### config.mk
export PLATFORM = sky130hd
export DESIGN_NAME = ghpp_cfg
export DESIGN_NICKNAME = d
export VERILOG_FILES = /design/src/sv/ghpp_pkg.sv /design/src/sv/ghpp_cfg.sv
export SDC_FILE = /design/constraint.sdc
export NUM_CORES = 1
export LEC_CHECK = 0
export ABC_AREA = 1
export ABC_CLOCK_PERIOD_IN_PS = 1920
export BUFFER_PORTS_ARGS = -buffer_cell sky130_fd_sc_hd__buf_2
export CORE_ASPECT_RATIO = 1.25
export CORE_MARGIN = 1.5
export CORE_UTILIZATION = 42
export DETAILED_ROUTE_END_ITERATION = 8
export GPL_TIMING_DRIVEN = 0
export PLACE_DENSITY = 0.77
export SETUP_SLACK_MARGIN = 0.05
export SYNTH_ARGS = -nofsm -noshare
export SYNTH_HDL_FRONTEND = slang
export SYNTH_SLANG_ARGS = --single-unit
### constraint.sdc
create_clock -name i_clk -period 1.92 [get_ports i_clk]
set_input_delay 0.576 -clock i_clk [delete_from_list [all_inputs] [get_ports i_clk]]
set_output_delay 0.576 -clock i_clk [all_outputs]
set_load 0.005 [all_outputs]
### src/sv/ghpp_pkg.sv
// Shared types and codes for the grammar Huffman position probe.
// Item structs, configuration struct, table selects, status and register codes.
// No dependencies.
package ghpp_pkg;

    typedef struct packed {
        logic        func;
        logic [2:0]  table_sel;
        logic [13:0] address;
        logic [63:0] write_data;
        logic [25:0] position;
    } t_in_item;

    typedef struct packed {
        logic [11:0] terminal_value;
        logic [1:0]  status;
    } t_out_item;

    typedef struct packed {
        logic [5:0]  min_code_len;
        logic [5:0]  num_lengths;
        logic [4:0]  log2_block_bytes;
        logic [4:0]  log2_span;
        logic [10:0] num_blocks;
        logic [11:0] terminal_count;
    } t_cfg;

    localparam logic FUNC_WRITE = 1'b0;
    localparam logic FUNC_PROBE = 1'b1;

    localparam logic [2:0] TBL_RULE   = 3'd0;
    localparam logic [2:0] TBL_EXPLEN = 3'd1;
    localparam logic [2:0] TBL_SYMORD = 3'd2;
    localparam logic [2:0] TBL_GSTART = 3'd3;
    localparam logic [2:0] TBL_BASE   = 3'd4;
    localparam logic [2:0] TBL_BLKLEN = 3'd5;
    localparam logic [2:0] TBL_SPARSE = 3'd6;
    localparam logic [2:0] TBL_ENC    = 3'd7;

    localparam logic [1:0] ST_OK    = 2'd0;
    localparam logic [1:0] ST_EMPTY = 2'd1;
    localparam logic [1:0] ST_RANGE = 2'd2;

    localparam logic [2:0] REG_MIN_LEN    = 3'd0;
    localparam logic [2:0] REG_NUM_LENS   = 3'd1;
    localparam logic [2:0] REG_LOG2_BLOCK = 3'd2;
    localparam logic [2:0] REG_LOG2_SPAN  = 3'd3;
    localparam logic [2:0] REG_NUM_BLOCKS = 3'd4;
    localparam logic [2:0] REG_TERM_COUNT = 3'd5;

    localparam logic [5:0]  RST_MIN_LEN    = 6'd1;
    localparam logic [5:0]  RST_NUM_LENS   = 6'd1;
    localparam logic [4:0]  RST_LOG2_BLOCK = 5'd6;
    localparam logic [4:0]  RST_LOG2_SPAN  = 5'd6;
    localparam logic [10:0] RST_NUM_BLOCKS = 11'd0;
    localparam logic [11:0] RST_TERM_COUNT = 12'd4;

    localparam int CFG_ADDR_W = 5;

endpackage

### src/sv/ghpp_cfg.sv
// APB-style configuration registers of the position probe.
// Depends on ghpp_pkg for the register codes, reset values and t_cfg.
module ghpp_cfg (
    input  logic                             i_clk,
    input  logic                             i_rst_n,
    input  logic                             psel,
    input  logic                             penable,
    input  logic                             pwrite,
    input  logic [ghpp_pkg::CFG_ADDR_W-1:0]  paddr,
    input  logic [31:0]                      pwdata,
    output logic [31:0]                      prdata,
    output logic                             pready,
    output ghpp_pkg::t_cfg                   o_cfg
);

    ghpp_pkg::t_cfg r_cfg;
    logic [2:0]     reg_idx;

    assign reg_idx = paddr[4:2];
    assign pready  = 1'b1;

    always_ff @(posedge i_clk) begin
        if (!i_rst_n) begin
            r_cfg.min_code_len     <= ghpp_pkg::RST_MIN_LEN;
            r_cfg.num_lengths      <= ghpp_pkg::RST_NUM_LENS;
            r_cfg.log2_block_bytes <= ghpp_pkg::RST_LOG2_BLOCK;
            r_cfg.log2_span        <= ghpp_pkg::RST_LOG2_SPAN;
            r_cfg.num_blocks       <= ghpp_pkg::RST_NUM_BLOCKS;
            r_cfg.terminal_count   <= ghpp_pkg::RST_TERM_COUNT;
        end else if (psel && penable && pwrite && pready) begin
            case (reg_idx)
                ghpp_pkg::REG_MIN_LEN:    r_cfg.min_code_len     <= pwdata[5:0];
                ghpp_pkg::REG_NUM_LENS:   r_cfg.num_lengths      <= pwdata[5:0];
                ghpp_pkg::REG_LOG2_BLOCK: r_cfg.log2_block_bytes <= pwdata[4:0];
                ghpp_pkg::REG_LOG2_SPAN:  r_cfg.log2_span        <= pwdata[4:0];
                ghpp_pkg::REG_NUM_BLOCKS: r_cfg.num_blocks       <= pwdata[10:0];
                ghpp_pkg::REG_TERM_COUNT: r_cfg.terminal_count   <= pwdata[11:0];
                default: ;
            endcase
        end
    end

    always_comb begin
        case (reg_idx)
            ghpp_pkg::REG_MIN_LEN:    prdata = 32'(r_cfg.min_code_len);
            ghpp_pkg::REG_NUM_LENS:   prdata = 32'(r_cfg.num_lengths);
            ghpp_pkg::REG_LOG2_BLOCK: prdata = 32'(r_cfg.log2_block_bytes);
            ghpp_pkg::REG_LOG2_SPAN:  prdata = 32'(r_cfg.log2_span);
            ghpp_pkg::REG_NUM_BLOCKS: prdata = 32'(r_cfg.num_blocks);
            ghpp_pkg::REG_TERM_COUNT: prdata = 32'(r_cfg.terminal_count);
            default:                  prdata = 32'd0;
        endcase
    end

    assign o_cfg = r_cfg;

endmodule
==> impl_results.md, run 1 <==
- Pwr Density: around 570 mW/mm²
- Final Wtd Congestion: 0.856
- CTS buffer count: 5
- FP Rows: 30
- Largest net degree at the start of global routing: 14
- Leak: around 1.8 nW
- Max_slew headroom: 0.620
- Placed instance area: just under 0.003 mm²
- Final hold violations: 0
- Netlist cell types: 20
- Clock transition at path regs: 0.08 ns
- Clock Tree Buf Depth: 2
- Final Non-Filler Cells: 570
- IO Pins: 120
- Tmin final: 1.98 ns
- GR Util met1: 0.267
- Critical path fanouts, max: 5
- Crit-path max cell delay: between 0.15 and 0.2 ns
- Max Freq: approximately 510 MHz
- DR DRC count: 0
- Die area: 0.00627 mm²
- PortBufs: 73
- Failing checks: negative setup slack
- N_diodes: 0
- Nets: 548
- Kind of critical path: primary input to output port
- Core Region: approximately 0.0055 mm²
- Busiest layer in global routing: met2
- Fillers: 495
- Share of cells above drive strength 1: 0.350
- Post-Place Cells: 537
- Final hold slack: between 0.4 and 0.5 ns
- Startpoint Class: primary input
- Post-route worst setup slack: -0.0581 ns
- Final instance area: 0.00350 mm²
- Worst Path Arrival: 1.40 ns
- # hold bufs at CTS: 0
- Post-Syn Area: between 0.002 and 0.0025 mm²
- DR vias: between 2000 and 3000
- Die W: 71.1 µm
- Status: finished with violations
- Slowest stage cell on the critical path: nor2_4
- GR Util All Layers: 0.251
- Mean post-synth cell area: approximately 6.4 µm²
- Most frequent CP cell: nand2_1
- Gr ovfl total: 0
- H-tree levels: 2
- Least-Margin Pin Slew: approximately 0.57 ns
- CP bufs+invs: 3
- Sequential area share after synthesis: 0.370
- Area grow syn2layout: 43.8%
- Final WL: 7850 µm
- RSZ-0062 raised after global routing: true
- Clock sinks: 45
- First-pass GRT wire length: between 10000 and 15000 µm
- Cell Chain, Critical Path: buf_12, nor2_4, buf_6, nand3_2, nand2_1, nor2_2, nand2_1, buf_2
- Drt via density: between 4 and 5
- Pre-antenna DRT Iters: 5
- Min-delay worst type: flop to flop
- Vias in the first global route: between 2000 and 3000
- Layout Skew: 0 ns
- Die Span Y: 88.1 µm
- Antenna violations before repair: 0
- Post-synthesis instance total: around 380
- CP top delay family: simple AND/OR/NAND/NOR gates
- Synthesized flop and latch total: 45
- Max-cap violations: 0
- Largest register FFs: 45
- M3 GR Usage: 0.0656
- Critical Path RT: about 1.3 ns
- DPL Wire Length: 5020 µm
- Final period util: 1.03
- Met2 Use GR: 0.464
- Setup crit end kind: output port
- Drt wl/cell: approximately 14 µm
- Final core occ: 0.634
- Slew Viols, Final: 0
- Final setup TNS: -0.260 ns
- Clock Latency Late Sink: 0.30 ns
- Final antenna-violating net count: 0
- Maximum vdd drop: 0.000474 V
- Initial Utilization: 0.441
- CTS Root Cell: clkbuf_8
- CTS tree: yes
- DRT iter0 DRCs: between 150 and 200
- Final Setup Violations: 8
- Yosys warnings: 0
power by group:
| part | leakage (nW) | total (mW) | internal [mW] | switching [mW] |
|---|---|---|---|---|
| sequential | 0.364 | 0.955 | 0.945 | 0.0104 |
| combinational | 1.39 | 0.343 | 0.154 | 0.188 |
| clock | 0.0540 | 0.707 | 0.379 | 0.328 |
| total | 1.81 | 2.00 | 1.48 | 0.527 |
what timing repair did:
| action | CTS | global route |
|---|---|---|
| pin swaps | 16 | 15 |
| setup endpoints to repair | 11 | 11 |
| endpoints found under the hold margin | 0 | 0 |
| setup buffers | 19 | 3 |
| gates resized for setup | 49 | 16 |
| cloned | 4 | 0 |
area by class of cell:
| type | count | area (µm²) | share of cell area |
|---|---|---|---|
| multi-input combinational | 287 | 1350 | 0.386 |
| sequential | 45 | 901 | 0.257 |
| timing repair buffer | 98 | 582 | 0.166 |
| buffer | 39 | 334 | 0.0954 |
| inverter | 30 | 150 | 0.0429 |
| tap | 64 | 80.1 | 0.0229 |
| clock buffer | 5 | 68.8 | 0.0197 |
| clock inverter | 2 | 35.0 | 0.0100 |
layout by cell type, fill, tap and decap left out, types with 8 or more instances in the layout:
cell,synthesis,routed
nand2_2,1,8
nand3_1,43,37
buf_2,5,74
conb_1,2,21
buf_6,3,8
buf_4,24,45
nor2_1,88,84
inv_1,26,25
nand2_1,100,90
dfxtp_1,45,45
nand4_1,11,11
worst reg2reg max path, cell delays in order, from the launching register on:
cell and delay [ns]:
dfxtp_1 0.35, o21ai_0 0.09, nand3_1 0.09
Yosys cell counts (all sizes together):
library cell    n  area, µm²
dfxtp          45        901
conb            2       7.51
nand2         101        382
nand4          11       68.8
clkbuf          4       15.0
nor2           96        390
inv            30        113
buf            35        250
o21ai           8       40.0
a21oi           3       15.0
nand3          46        253
kinds of logic after synthesis:
kind of cell	synth area share
compound gates	0.0226
other cells	0.00308
simple gates	0.449
flops	0.370
buf+inv	0.155
layer usage:
layer | vias up | wire [µm]
met1 | 1246 | 2880
met2 | 160 | 3990
met5 | - | 0
met3 | 34 | 716
li1 | 1391 | -
met4 | 0 | 263
per-stage QoR:
step,total power [mW],setup WS [ns]
6_report,2.00,-0.0581
5_1_grt,2.08,-0.0788
4_1_cts,1.98,-0.00973
3_5_place_dp,1.22,-0.273
3_3_place_gp,1.22,-0.237
2_1_floorplan,1.15,0.0573
worst paths after layout:
path	startpoint	endpoint	slack, ns	cells after the start
hold reg to reg	o_cfg[30]$_SDFFE_PN1P_	o_cfg[30]$_SDFFE_PN1P_	0.48	2
setup / recovery	paddr[3]	prdata[1]	-0.06	8
setup reg to reg	o_cfg[2]$_SDFFE_PN1P_	o_cfg[2]$_SDFFE_PN1P_	1.27	2
hold / removal	o_cfg[30]$_SDFFE_PN1P_	o_cfg[30]$_SDFFE_PN1P_	0.48	2
Power figures use the tool's default switching activity.
==> inputs of run 2 (changes only) <==
--- a/config.mk
+++ b/config.mk
@@ -6,14 +6,14 @@
 export NUM_CORES = 1
 export LEC_CHECK = 0
 export ABC_AREA = 1
-export ABC_CLOCK_PERIOD_IN_PS = 1920
+export ABC_CLOCK_PERIOD_IN_PS = 2400
 export BUFFER_PORTS_ARGS = -buffer_cell sky130_fd_sc_hd__buf_2
 export CORE_ASPECT_RATIO = 1.25
 export CORE_MARGIN = 1.5
-export CORE_UTILIZATION = 42
+export CORE_UTILIZATION = 46
 export DETAILED_ROUTE_END_ITERATION = 8
 export GPL_TIMING_DRIVEN = 0
-export PLACE_DENSITY = 0.77
+export PLACE_DENSITY = 0.8
 export SETUP_SLACK_MARGIN = 0.05
 export SYNTH_ARGS = -nofsm -noshare
 export SYNTH_HDL_FRONTEND = slang
==> constraint.sdc (replaced) <==
create_clock -name i_clk -period 2.4 [get_ports i_clk]
set_input_delay 0.72 -clock i_clk [delete_from_list [all_inputs] [get_ports i_clk]]
set_output_delay 0.72 -clock i_clk [all_outputs]
set_load 0.005 [all_outputs]
==> impl_results.md, run 2 (synthesis results as in run 1) <==
- Crit path depth: 8
- IO Pins: 120
- Pre-antenna DRT Iters: 4
- H-tree levels: 2
- Final hold slack: between 0.4 and 0.5 ns
- N_diodes: 0
- First-pass GRT wire length: roughly 11000 µm
- Final antenna-violating net count: 0
- GR Util All Layers: 0.251
- Setup crit end kind: output port
- Layout Skew: 0 ns
- CTS Root Cell: clkbuf_8
- Max_slew headroom: 0.608
- Die W: 68.1 µm
- Final hold violations: 0
- Max-cap violations: 0
- Hold path depth: 2
- Largest register FFs: 45
- Die area: around 0.0057 mm²
- Status: finished clean
- FF-to-FF path depth: 2
- Slew Viols, Final: 0
- Logic pwr share: 0.139
- Vias in the first global route: roughly 2400
- PortBufs: 73
- Final setup TNS: 0 ns
- Crit-path max cell delay: 0.20 ns
- RSZ-0062 raised after global routing: false
- Most frequent CP cell: nand2_1
- Leak: between 1.5 and 2 nW
- DR vias: between 2000 and 3000
- Largest net degree at the start of global routing: 14
- CP top delay family: buffers and inverters
- Final Setup Violations: 0
- FP Rows: 29
- Min-delay worst type: flop to flop
- Clock Latency Late Sink: about 0.30 ns
- Max Freq: approximately 430 MHz
- Cell-internal power: 1.18 mW
- Clock share of power: 0.377
- Total Power: about 1.6 mW
- Tmin final: between 2 and 2.5 ns
- Commonest cells after routing, fill and taps aside: 99 x nand2_1, 86 x nor2_1, 74 x buf_2, 45 x dfxtp_1, 43 x nand3_1
- Final WL: 7090 µm
- Sw power: just under 400 µW
- Kind of critical path: primary input to output port
- Clock sinks: 45
- Worst Path Arrival: approximately 1.6 ns
- CTS tree: yes
- Maximum vdd drop: 0.000382 V
- Clock transition at path regs: roughly 0.09 ns
- R2R Setup Slk: between 1.5 and 2 ns
- DR DRC count: 0
- Nets: between 500 and 600
- Final Wtd Congestion: around 0.90
- Leading cell type in the layout, fill and taps excluded: nand2_1
- Critical path fanouts, max: 10
- Gr ovfl total: 0
- Area grow syn2layout: 30.9%
- Clock Tree Buf Depth: 2
- Critical Path RT: about 1.7 ns
- DRT iter0 DRCs: between 150 and 200
- CP bufs+invs: 3
- Drt wl/cell: about 13 µm
- Fillers: 498
- Net Sw Frac: 0.250
- Pwr Density: between 400 and 500 mW/mm²
- Antenna violations before repair: 0
- Flop pwr share: 0.484
- DPL Wire Length: a little over 5000 µm
- Initial Utilization: 0.479
- Least-Margin Pin Slew: just under 0.6 ns
- Share of cells above drive strength 1: 0.289
- Final period util: 0.968
- Core Region: slightly above 0.005 mm²
- Slowest stage cell on the critical path: buf_4
- Startpoint Class: primary input
- CTS buffer count: 5
- Cell Chain, Critical Path: buf_4, nor2_4, buf_6, nand3_1, nand2_1, nor2_1, nand2_1, buf_2
- Die Span Y: around 84 µm
- Drt via density: around 4.9
==> run 2: cell types whose count changed in the layout (fill, tap and decap cells not counted), sizes merged <==
cell	change
clkbuf	+1
buf	-17
clkinv	-3
nor2	-1
inv	+2
==> run 2: final timing paths <==
path,startpoint,end
worst min-delay path,o_cfg[27]$_SDFFE_PN0P_,o_cfg[27]$_SDFFE_PN0P_
worst max-delay path,paddr[2],prdata[1]
worst min register to register,o_cfg[27]$_SDFFE_PN0P_,o_cfg[27]$_SDFFE_PN0P_
worst max register to register,o_cfg[33]$_SDFFE_PN1P_,o_cfg[33]$_SDFFE_PN1P_
==> run 2: worst reg2reg max path: cells and delay by family (launching register included) <==
family,cells,cell delay (ns)
and+or+nand+nor,1,0.12
AOI/OAI and AO/OA,1,0.10
DFF,1,0.34
==> run 2: repair_timing <==
action	4_1_cts	5_1_grt
setup buffers	4	3
pin swaps	2	5
hold buffers	0	0
gates resized for setup	9	17
setup endpoints to repair	11	11
==> run 2: layout make-up <==
cell class | instances | area [µm²] | share of cell area
Multi-Input combinational cell | 286 | 1260 | 0.395
Clock buffer | 7 | 86.3 | 0.0271
Inverter | 30 | 123 | 0.0385
Buffer | 39 | 285 | 0.0895
Sequential cell | 45 | 901 | 0.283
Timing Repair Buffer | 80 | 424 | 0.133
Tap cell | 62 | 77.6 | 0.0243
Clock inverter | 1 | 30.0 | 0.00942
==> run 2: routing by layer <==
layer	track usage	wire length (µm)	vias up
li1	-	-	1347
met1	0.296	2760	1168
met2	0.421	3500	138
met3	0.0670	623	17
met4	0.0982	211	0
met5	0	0	-
==> run 2: power groups by stage <==
| stage | sequential (mW) | combinational (mW) | clock (mW) |
|---|---|---|---|
| after floorplan | 0.781 | 0.133 | 0 |
| after global placement | 0.781 | 0.193 | 0 |
| after detailed placement | 0.781 | 0.195 | 0 |
| after CTS | 0.763 | 0.205 | 0.599 |
| after global routing | 0.765 | 0.245 | 0.636 |
| final | 0.763 | 0.220 | 0.595 |
==> run 2: through the flow <==
step,setup slack [ns],utilization,cell area (µm²),std cells
final,0.0777,0.627,3190,550
after global routing,0.0186,0.627,3190,550
after CTS,0.0534,0.614,3120,547
after detailed placement,-0.0991,0.581,2950,535
after global placement,-0.0614,0.581,2950,535
after floorplan,0.186,-,2510,400
==> inputs of run 3 (changes only) <==
--- a/config.mk
+++ b/config.mk
@@ -10,10 +10,10 @@
 export BUFFER_PORTS_ARGS = -buffer_cell sky130_fd_sc_hd__buf_2
 export CORE_ASPECT_RATIO = 1.25
 export CORE_MARGIN = 1.5
-export CORE_UTILIZATION = 46
+export CORE_UTILIZATION = 50
 export DETAILED_ROUTE_END_ITERATION = 8
 export GPL_TIMING_DRIVEN = 0
-export PLACE_DENSITY = 0.8
+export PLACE_DENSITY = 0.86
 export SETUP_SLACK_MARGIN = 0.05
 export SYNTH_ARGS = -nofsm -noshare
 export SYNTH_HDL_FRONTEND = slang
==> impl_results.md, run 3 (synthesis results as in run 1) <==
- N_diodes: 0
- DR DRC count: 0
- Net Sw Frac: 0.262
- Post-route worst setup slack: between 0.07 and 0.08 ns
- Commonest cells after routing, fill and taps aside: 100 x nand2_1, 85 x nor2_1, 74 x buf_2, 45 x dfxtp_1, 43 x nand3_1
- Setup crit end kind: output port
- Sw power: around 390 µW
- Final WL: between 6000 and 7000 µm
- GR Util All Layers: 0.260
- Crit-path max cell delay: between 0.15 and 0.2 ns
- CP top delay family: buffers and inverters
- Logic pwr share: 0.150
- Die Span Y: around 81 µm
- Critical path fanouts, max: 10
- Final antenna-violating net count: 0
- Post-Place Worst Slack: -0.144 ns
- Final instance area: about 0.0032 mm²
- Drt wl/cell: between 10 and 15 µm
- IO Pins: between 100 and 150
- Die area: ~0.0053 mm²
- Cell-internal power: ~1.1 mW
- Slowest stage cell on the critical path: clkbuf_4
- # hold bufs at CTS: 0
- Antenna violations before repair: 0
- Critical Path RT: ~1.7 ns
- Clock sinks: 45
- CP bufs+invs: 4
- DPL Wire Length: between 4000 and 5000 µm
- CTS tree: yes
- Min-delay worst type: flop to flop
- Share of cells above drive strength 1: 0.298
- Leak: ~1.7 nW
- CTS buffer count: 5
- Final Setup Violations: 0
- Nets: approximately 530
- Tmin final: 2.32 ns
- Flop pwr share: 0.507
- Layout Skew: 0 ns
- Worst Path Arrival: 1.60 ns
- Pwr Density: between 400 and 500 mW/mm²
- FP Rows: 28
- Kind of critical path: primary input to output port
- Maximum vdd drop: between 0.0004 and 0.0005 V
- CTS Root Cell: clkbuf_8
- Leading cell type in the layout, fill and taps excluded: nand2_1
- Die W: about 65 µm
- Startpoint Class: primary input
- Area grow syn2layout: 32.0%
- Slew Viols, Final: 0
- Fillers: approximately 440
- Pre-antenna DRT Iters: 5
- Clock share of power: 0.342
- Largest register FFs: 45
- Clock Latency Late Sink: ~0.29 ns
- Placed instance area: a little under 0.003 mm²
- Most frequent CP cell: nand2_1
- DRT iter0 DRCs: between 100 and 150
- Drt via density: approximately 5
- Gr ovfl total: 0
- Final hold violations: 0
- Status: finished clean
- PortBufs: 73
- Final Wtd Congestion: about 0.93
- Cell Chain, Critical Path: buf_6, inv_6, clkbuf_4, nand3_1, nand2_1, nor2_1, nand2_1, buf_2
- DR vias: 2722
- Max-cap violations: 0
- H-tree levels: 2
- Max_slew headroom: 0.656
- Clock transition at path regs: approximately 0.080 ns
- Final setup TNS: 0 ns
- Least-Margin Pin Slew: between 0.5 and 0.6 ns
- Vias in the first global route: around 2400
- Final period util: 0.968
- FF/Latch Area: 901 µm²
- Max Freq: roughly 430 MHz
- Core Region: 0.00469 mm²
- Largest net degree at the start of global routing: 14
- First-pass GRT wire length: approximately 11000 µm
- Clock Tree Buf Depth: 2
- Multi-input gate area: 0.00126 mm²
- Initial Utilization: 0.519
-- run 3: changes by cell type in the layout (fill, tap and decap cells not counted), sizes merged --
cell    change
clkbuf      +1
buf         +4
clkinv      +1
bufinv      -1
-- run 3: final timing paths --
check / startpoint / endpoint / slack, ns / depth (start not counted)
worst max register to register: o_cfg[41]$_SDFFE_PN0P_ / o_cfg[41]$_SDFFE_PN0P_ / 1.69 / 2
worst max-delay path: paddr[4] / prdata[0] / 0.08 / 8
worst min-delay path: o_cfg[30]$_SDFFE_PN1P_ / o_cfg[30]$_SDFFE_PN1P_ / 0.49 / 2
worst min register to register: o_cfg[30]$_SDFFE_PN1P_ / o_cfg[30]$_SDFFE_PN1P_ / 0.49 / 2
-- run 3: power by group through the flow --
stage                     clock (mW)  combinational (mW)  sequential [mW]
final                          0.515               0.226            0.763
after global routing           0.549               0.249            0.765
after CTS                      0.518               0.210            0.763
after detailed placement           0               0.193            0.781
after global placement             0               0.190            0.780
after floorplan                    0               0.133            0.781
-- run 3: repair_timing --
action                                  in CTS  in global routing
gates resized for setup                     13                 15
endpoints found under the hold margin        0                  0
pin swaps                                    2                  3
setup buffers                               10                  2
endpoints found under the setup margin      11                 11
-- run 3: layer usage --
layer,global-route usage,share of wire,vias to the layer above
li1,-,-,1365
met1,0.293,0.38,1200
met2,0.478,0.51,135
met3,0.0651,0.079,22
met4,0.0792,0.024,0
met5,0,0,-
-- run 3: cell type report --
type,instances,area share
sequential,45,0.280
clock inverter,1,0.00156
clock buffer,7,0.0300
timing repair buffer,85,0.144
inverter,30,0.0382
tap,60,0.0234
multi-input combinational,286,0.392
buffer,39,0.0907
-- run 3: per-stage QoR --
stage | cells | util | hold slack (ns) | power [mW]
5_1_grt | 553 | 0.684 | 0.514 | 1.56
3_5_place_dp | 533 | 0.628 | 0.476 | 0.974
2_1_floorplan | 400 | - | 0.471 | 0.914
4_1_cts | 551 | 0.672 | 0.494 | 1.49
3_3_place_gp | 533 | 0.628 | 0.464 | 0.970
6_report | 553 | 0.684 | 0.494 | 1.50
-- run 3: tightest hold or removal path: stages (launching register included) --
cell     delay (ns)
dfxtp_1        0.33
nand2_1        0.07
nand3_1        0.05
